**src/rtl/core/matrix_keypad_scanner_core_assert.svh**
```systemverilog
// Assertion macros shared by the keypad scanner RTL.
`ifndef MATRIX_KEYPAD_SCANNER_CORE_ASSERT_SVH
`define MATRIX_KEYPAD_SCANNER_CORE_ASSERT_SVH

// Same-cycle implication, checked outside reset.
`define MKS_ASSERT_IMPL(label, clk, rst, ante, cons) \
  label: assert property (@(posedge clk) disable iff (rst) (ante) |-> (cons)) \
    else $error("keypad scanner assertion failed");

// Next-cycle implication, checked outside reset.
`define MKS_ASSERT_NEXT(label, clk, rst, ante, cons) \
  label: assert property (@(posedge clk) disable iff (rst) (ante) |=> (cons)) \
    else $error("keypad scanner assertion failed");

`endif

```
**src/rtl/core/mks_pkg.sv**
```systemverilog
// Package with the types, constants and key table of the keypad scanner.
package mks_pkg;

  localparam int unsigned NUM_COLUMNS_DEFAULT = 5;
  localparam int unsigned ROW_COUNT = 5;
  localparam int unsigned TABLE_COLUMNS = 5;
  localparam int unsigned COLUMN_WIDTH = 3;
  localparam int unsigned CODE_WIDTH = 8;
  localparam int unsigned DIVIDER_WIDTH = 8;
  localparam int unsigned APB_ADDR_WIDTH = 2;
  localparam int unsigned APB_DATA_WIDTH = 32;

  localparam logic [DIVIDER_WIDTH-1:0] DEBOUNCE_RESET = 8'd30;
  localparam logic [ROW_COUNT-1:0] ALL_ROWS_HIGH = 5'h1F;
  localparam logic [APB_ADDR_WIDTH-1:0] REG_DEBOUNCE_ADDR = 2'd0;

  typedef logic [COLUMN_WIDTH-1:0] column_t;
  typedef logic [CODE_WIDTH-1:0] code_t;
  typedef logic [ROW_COUNT-1:0] rows_t;
  typedef logic [2:0] row_idx_t;

  typedef struct packed {
    column_t column_drive;
    code_t   key_code;
    logic    key_released;
  } result_t;

  // Rows top to bottom, columns left to right.
  localparam code_t KEY_MAP [ROW_COUNT][TABLE_COLUMNS] = '{
    '{8'h3C, 8'h52, 8'h3E, 8'h44, 8'h4C},
    '{8'h31, 8'h33, 8'h36, 8'h55, 8'h32},
    '{8'h34, 8'h36, 8'h39, 8'h4F, 8'h35},
    '{8'h37, 8'h39, 8'h23, 8'h47, 8'h38},
    '{8'h2A, 8'h23, 8'h4B, 8'h4D, 8'h30}
  };

  function automatic row_idx_t lowest_low_row(rows_t levels);
    row_idx_t r;
    r = '0;
    for (int i = ROW_COUNT - 1; i >= 0; i--) begin
      if (!levels[i]) begin
        r = row_idx_t'(i);
      end
    end
    return r;
  endfunction

  function automatic code_t key_lookup(row_idx_t row, column_t col);
    code_t c;
    c = '0;
    if (32'(row) < ROW_COUNT && 32'(col) < TABLE_COLUMNS) begin
      c = KEY_MAP[row][col];
    end
    return c;
  endfunction

endpackage

```
**src/rtl/core/mks_apb_regs.sv**
```systemverilog
// APB register block holding the debounce divider.
module mks_apb_regs (
  input  logic                                  clk,
  input  logic                                  rst,
  input  logic                                  psel,
  input  logic                                  penable,
  input  logic                                  pwrite,
  input  logic [mks_pkg::APB_ADDR_WIDTH-1:0]    paddr,
  input  logic [mks_pkg::APB_DATA_WIDTH-1:0]    pwdata,
  output logic [mks_pkg::APB_DATA_WIDTH-1:0]    prdata,
  output logic                                  pready,
  output logic [mks_pkg::DIVIDER_WIDTH-1:0]     debounce_divider
);
  import mks_pkg::*;

  logic wr_en;

  assign pready = 1'b1;
  assign wr_en  = psel && penable && pwrite && pready && (paddr == REG_DEBOUNCE_ADDR);

  always_ff @(posedge clk) begin
    if (rst) begin
      debounce_divider <= DEBOUNCE_RESET;
    end else if (wr_en) begin
      debounce_divider <= pwdata[DIVIDER_WIDTH-1:0];
    end
  end

  always_comb begin
    prdata = '0;
    if (paddr == REG_DEBOUNCE_ADDR) begin
      prdata = APB_DATA_WIDTH'(debounce_divider);
    end
  end

endmodule

```
**src/rtl/core/mks_scan.sv**
```systemverilog
// Scan state registers and the per-tick step logic of the keypad scanner.
module mks_scan #(
  parameter int unsigned NUM_COLUMNS = mks_pkg::NUM_COLUMNS_DEFAULT
) (
  input  logic                              clk,
  input  logic                              rst,
  input  logic                              step,
  input  logic [mks_pkg::ROW_COUNT-1:0]     levels,
  input  logic [mks_pkg::DIVIDER_WIDTH-1:0] debounce_divider,
  output mks_pkg::result_t                  result
);
  import mks_pkg::*;

  logic [DIVIDER_WIDTH-1:0] tick_counter, tick_counter_next;
  column_t                  column_index, column_index_next;
  logic                     key_held, key_held_next;
  code_t                    held_key_code, held_key_code_next;

  logic [DIVIDER_WIDTH-1:0] tick_inc;
  logic [COLUMN_WIDTH:0]    column_inc;
  logic                     scan_tick;
  logic                     all_high;

  assign tick_inc   = tick_counter + 1'b1;
  assign scan_tick  = tick_inc > debounce_divider;
  assign all_high   = (levels == ALL_ROWS_HIGH);
  assign column_inc = {1'b0, column_index} + 1'b1;

  always_comb begin
    tick_counter_next  = tick_inc;
    column_index_next  = column_index;
    key_held_next      = key_held;
    held_key_code_next = held_key_code;
    result.key_code     = '0;
    result.key_released = 1'b0;
    if (scan_tick) begin
      tick_counter_next = '0;
      if (key_held) begin
        if (all_high) begin
          result.key_code     = held_key_code;
          result.key_released = 1'b1;
          key_held_next       = 1'b0;
          held_key_code_next  = '0;
        end
      end else if (!all_high) begin
        held_key_code_next = key_lookup(lowest_low_row(levels), column_index);
        key_held_next      = 1'b1;
      end else if (32'(column_inc) >= NUM_COLUMNS) begin
        column_index_next = '0;
      end else begin
        column_index_next = column_inc[COLUMN_WIDTH-1:0];
      end
    end
    result.column_drive = column_index_next;
  end

  always_ff @(posedge clk) begin
    if (rst) begin
      tick_counter  <= '0;
      column_index  <= '0;
      key_held      <= 1'b0;
      held_key_code <= '0;
    end else if (step) begin
      tick_counter  <= tick_counter_next;
      column_index  <= column_index_next;
      key_held      <= key_held_next;
      held_key_code <= held_key_code_next;
    end
  end

endmodule

```
**src/rtl/core/matrix_keypad_scanner_core.sv**
```systemverilog
// Top level of the 5-row matrix keypad scanner with its transfer stages.
//
// Channel  Direction  Handshake           Payload
// in       input      in_valid/in_stall   row_levels
// out      output     out_valid/out_stall column_drive, key_code, key_released
// cfg      input      APB psel/penable    debounce_divider at byte address 0
//
// One tick is taken every clock while a transfer is held and the output is free.
// The input register feeds the scan step, which writes the result register.
// Synchronous reset clears valid flags and scan state; the divider returns to 30.
// A stall on the output holds the result and, once the input register is full,
// raises the input stall in the same cycle.
module matrix_keypad_scanner_core #(
  parameter int unsigned NUM_COLUMNS = mks_pkg::NUM_COLUMNS_DEFAULT
) (
  input  logic                               clk,
  input  logic                               rst,
  input  logic                               in_valid,
  output logic                               in_stall,
  input  logic [mks_pkg::ROW_COUNT-1:0]      row_levels,
  output logic                               out_valid,
  input  logic                               out_stall,
  output logic [mks_pkg::COLUMN_WIDTH-1:0]   column_drive,
  output logic [mks_pkg::CODE_WIDTH-1:0]     key_code,
  output logic                               key_released,
  input  logic                               psel,
  input  logic                               penable,
  input  logic                               pwrite,
  input  logic [mks_pkg::APB_ADDR_WIDTH-1:0] paddr,
  input  logic [mks_pkg::APB_DATA_WIDTH-1:0] pwdata,
  output logic [mks_pkg::APB_DATA_WIDTH-1:0] prdata,
  output logic                               pready
);
  import mks_pkg::*;

  logic                     in_reg_valid;
  rows_t                    in_reg_levels;
  logic                     out_free;
  logic                     advance;
  logic [DIVIDER_WIDTH-1:0] debounce_divider;
  result_t                  step_result;

  assign out_free = !out_valid || !out_stall;
  assign advance  = in_reg_valid && out_free;
  assign in_stall = in_reg_valid && !out_free;

  mks_apb_regs u_regs (
    .clk              (clk),
    .rst              (rst),
    .psel             (psel),
    .penable          (penable),
    .pwrite           (pwrite),
    .paddr            (paddr),
    .pwdata           (pwdata),
    .prdata           (prdata),
    .pready           (pready),
    .debounce_divider (debounce_divider)
  );

  mks_scan #(
    .NUM_COLUMNS (NUM_COLUMNS)
  ) u_scan (
    .clk              (clk),
    .rst              (rst),
    .step             (advance),
    .levels           (in_reg_levels),
    .debounce_divider (debounce_divider),
    .result           (step_result)
  );

  always_ff @(posedge clk) begin
    if (rst) begin
      in_reg_valid <= 1'b0;
    end else if (!in_stall) begin
      in_reg_valid <= in_valid;
    end
  end

  always_ff @(posedge clk) begin
    if (in_valid && !in_stall) begin
      in_reg_levels <= row_levels;
    end
  end

  always_ff @(posedge clk) begin
    if (rst) begin
      out_valid <= 1'b0;
    end else if (advance) begin
      out_valid <= 1'b1;
    end else if (!out_stall) begin
      out_valid <= 1'b0;
    end
  end

  always_ff @(posedge clk) begin
    if (advance) begin
      column_drive <= step_result.column_drive;
      key_code     <= step_result.key_code;
      key_released <= step_result.key_released;
    end
  end

`include "matrix_keypad_scanner_core_assert.svh"

  `MKS_ASSERT_IMPL(a_idle_code_zero, clk, rst, out_valid && !key_released, key_code == '0)
  `MKS_ASSERT_IMPL(a_column_range, clk, rst, out_valid, 32'(column_drive) < NUM_COLUMNS)
  `MKS_ASSERT_NEXT(a_advance_fills_output, clk, rst, advance, out_valid)
  `MKS_ASSERT_IMPL(a_stall_when_full, clk, rst, in_stall, in_reg_valid && out_valid && out_stall)

endmodule
```
**config.mk**
```make
export PLATFORM = sky130hd
export DESIGN_NAME = matrix_keypad_scanner_core
export DESIGN_NICKNAME = d
export VERILOG_FILES = /design/src/rtl/core/mks_pkg.sv /design/src/rtl/core/mks_apb_regs.sv /design/src/rtl/core/mks_scan.sv /design/src/rtl/core/matrix_keypad_scanner_core.sv
export VERILOG_INCLUDE_DIRS = /design/src /design/src/rtl/core
export SDC_FILE = /design/constraint.sdc
export NUM_CORES = 1
export LEC_CHECK = 0
export ABC_AREA = 1
export ABC_CLOCK_PERIOD_IN_PS = 6200
export BUFFER_PORTS_ARGS = -buffer_cell sky130_fd_sc_hd__buf_2
export CORE_MARGIN = 3
export CORE_UTILIZATION = 45
export CTS_CLUSTER_DIAMETER = 50
export DETAILED_ROUTE_END_ITERATION = 7
export GPL_TIMING_DRIVEN = 0
export PLACE_DENSITY_LB_ADDON = 0.15
export REMOVE_ABC_BUFFERS = 1
export SLEW_MARGIN = 10
export SYNTH_ARGS = -nofsm -noshare
export SYNTH_HDL_FRONTEND = slang
export SYNTH_SLANG_ARGS = --single-unit
```
**constraint.sdc**
```tcl
create_clock -name clk -period 6.2 [get_ports clk]
set_clock_uncertainty 0.2 [all_clocks]
set_input_delay 0.62 -clock clk [delete_from_list [all_inputs] [get_ports clk]]
set_output_delay 0.62 -clock clk [all_outputs]
set_load 0.03 [all_outputs]
```
==> summary.txt <==
Route
  – Post-route ant nets: 0
  – DRC: 0
  – Routed WL: 5.06 mm
  – Initial detailed-routing violation count: 105
  – Vias per cell: 4.69
  – Drt wl/cell: ~11 µm
  – Vias: approximately 2200
  – First-pass iteration count of the detailed router: 4

Yosys
  – Main synth FF type: dfxtp_1
  – Cells after Synth: approximately 360
  – Synth top area share: between 20% and 30%
  – Top cells by area, synth: dfxtp_1 21%, edfxtp_1 17%, nand2_1 8.5%
  – Synth Register Bits: 45
  – Most frequent cell after synthesis: nand2_1
  – Ys async rst share: 0%
  – Synth unique cells: 33
  – Synthesized area: between 2000 and 3000 µm²
  – Post-synth EDFFs: 16
  – YS warnings: 0
  – Syn Area/Cell: around 7.7 µm²
  – Synth cell count leaders: 62 x nand2_1, 46 x inv_1, 36 x nor2_1
  – Sequential share of the synthesized area: 38.6%
  – Dominant cell type by area after synthesis: dfxtp_1

Setup path
  – Crit Path Max Fanout: 7
  – Critical path data arrival time: ~2.7 ns
  – WP data required: roughly 6.2 ns
  – Critical path's slowest cell: dfxtp_1
  – Most frequent CP cell: nand2_1
  – Worst Setup SP: u_scan.tick_counter[0]
  – Max incr delay on CP: 0.43 ns
  – Worst setup EP type: flop
  – Critical path class: reg2reg
  – Crit path cell chain: ha_1 -> nand2_1 -> inv_1 -> nand3_1 -> xnor2_1 -> ha_1 -> nand2_1 -> nor2_1 -> nand2_1 -> nand2_1 -> nand2_1 -> inv_2 -> nand3_2 -> a21oi_1 -> nor2_1
  – Critical path startpoint category: flop
  – Reg2Reg Launch Point: u_scan.tick_counter[0]

Timing
  – Setup TNS: 0 ns
  – Slew Limit Fails: 0
  – Max Freq: about 370 MHz
  – Final min period: about 2.7 ns
  – RSZ-0062 raised after global routing: no
  – Final Cycle Share: between 40% and 50%
  – Slew HR: around 66%
  – Endpoints failing hold: 0
  – Slew @ Worst Pin: ~0.52 ns
  – # setup viols final: 0

Layout
  – Layout overhead on the synthesized area: 9.11%
  – Layout Nets: 460
  – Share of layout cells above drive strength 1: between 10% and 20%
  – Diode count: 0

Job
  – Max-cap viol count: 0

CTS
  – Post-CTS Hold Buffers: 0
  – Worst-path clk slew: ~0.090 ns
  – # Post-CTS Setup Buffers: 0
  – Skew-Pair Late Insertion Delay: about 0.3 ns
  – CTS Root Cell: clkbuf_8
  – Max clock buf depth: 2
  – Inserted Clock Buffers: 5
  – Number of H-tree levels: 2
  – PostCTS Resize Cnt: 0
  – CTS Sinks: 45
  – CTS tree: done

Power and ir drop
  – P_leak: approximately 1.5 nW
  – Overall Power: ~0.6 mW
  – VDD IR max: approximately 0.000095 V
  – Pwr Density: around 200 nW/µm²

Floorplan
  – Die Span Y: about 84 µm
  – Core area: approximately 5700 µm²
  – Boundary Pins: 93
  – Die Area: 7080 µm²
  – Initial Utilization: 48.1%
  – Die Wd: around 84 µm
  – # rows: 27

Global routing
  – Pin count of the biggest net entering global routing: 20
  – Initial antenna violation count: 0
  – All-Layer GR Usage: between 10% and 20%
  – Grt ovf: 0
  – Global-route wire length before repair: between 8 and 9 mm
  – Vias in the first global route: about 1800

Run status
  – Status: finished clean

Hold path
  – Worst Hold Class: reg2reg
  – Min-delay src: u_scan.held_key_code[3]

Placement
  – RePlAce Congestion: between 0.8 and 0.9
  – Dpl hpwl: 3.82 mm
  – Port Buffer Count: 42
## power breakdown
part           switching (mW)  leakage [nW]  internal (mW)  total (mW)
Sequential            0.00883         0.390          0.315       0.323
Combinational          0.0737          1.04         0.0272       0.101
Clock                   0.103        0.0364         0.0791       0.183
Total                   0.186          1.46          0.421       0.607
## worst max-delay path, delay by kind of cell, from the launching register on
kind	cells	cell delay [ns]
AOI/OAI and AO/OA	1	0.23
DFF	1	0.43
buffers and inverters	2	0.22
xor gates and xnor gates	1	0.16
and+or+nand+nor	9	0.83
adders and majority gates	2	0.50
## area by class of cell
class                   instances  area [µm²]
fillers                       560        2710
multi-input cells             251        1350
flip-flops and latches         45        1060
repair buffers                 42         210
inverters                      52         195
well taps                      72        90.1
clock buffers                   5        68.8
clock inverters                 3        22.5
## logic make-up after synthesis
| logic type | Yosys count | synth area share (%) |
|---|---|---|
| simple gates | 142 | 23.9 |
| buf+inv | 85 | 15.5 |
| compound gates | 61 | 12.3 |
| flops | 45 | 38.6 |
| fa+ha+maj | 17 | 7.74 |
| xor+xnor | 5 | 1.59 |
| other cells | 2 | 0.273 |
## stage by stage
step                cells  worst slack, ns  hold slack, ns  area [µm²]  util [%]
finish                470             3.53           0.268        3000      52.5
global route          470             3.19           0.271        3000      52.5
CTS                   470             3.55           0.272        3000      52.5
detailed placement    462             3.56           0.258        2910      50.9
global placement      462             3.62           0.257        2910      50.9
floorplan             348             3.94           0.239        2610         -
## sequential cells by signal, indices dropped and copies added (netlist names)
signal and cells:
in_reg_valid 1, u_scan.column_index 3, u_scan.tick_counter 8, u_scan.key_held 1, in_reg_levels 5, u_regs.debounce_divider 8
out_valid 1, key_code 7, key_released 1, u_scan.held_key_code 7, column_drive 3
## metal layers
layer | vias to the layer above | track usage, % | routed length, µm
li1 | 1177 | - | -
met1 | 935 | 21.6 | 2480
met2 | 86 | 21.0 | 2070
met3 | 6 | 3.43 | 460
met4 | 0 | 4.39 | 53
met5 | - | 0 | 0
## final timing paths
check,endpoint,slack (ns),cells past startpoint
setup / recovery,u_scan.held_key_code[1],3.53,15
hold / removal,u_scan.held_key_code[3],0.27,2
setup reg to reg,u_scan.held_key_code[1],3.53,15
hold reg to reg,u_scan.held_key_code[3],0.27,2
## placed cells by master, fill, tap and decap left out, drive strengths merged
| cell | n |
|---|---|
| xnor2 | 2 |
| buf | 42 |
| conb | 26 |
| inv | 50 |
| nand3 | 26 |
| dfxtp | 29 |
| nor2 | 42 |
| clkinv | 2 |
| a21o | 1 |
| xor2 | 3 |
| nand2 | 66 |
| clkbuf | 5 |
| edfxtp | 16 |
| ha | 17 |
| a21oi | 36 |
| nand3b | 1 |
| o211ai | 5 |
| o21ai | 19 |
| clkinvlp | 3 |
| nand4 | 7 |
Power figures use the tool's default switching activity.
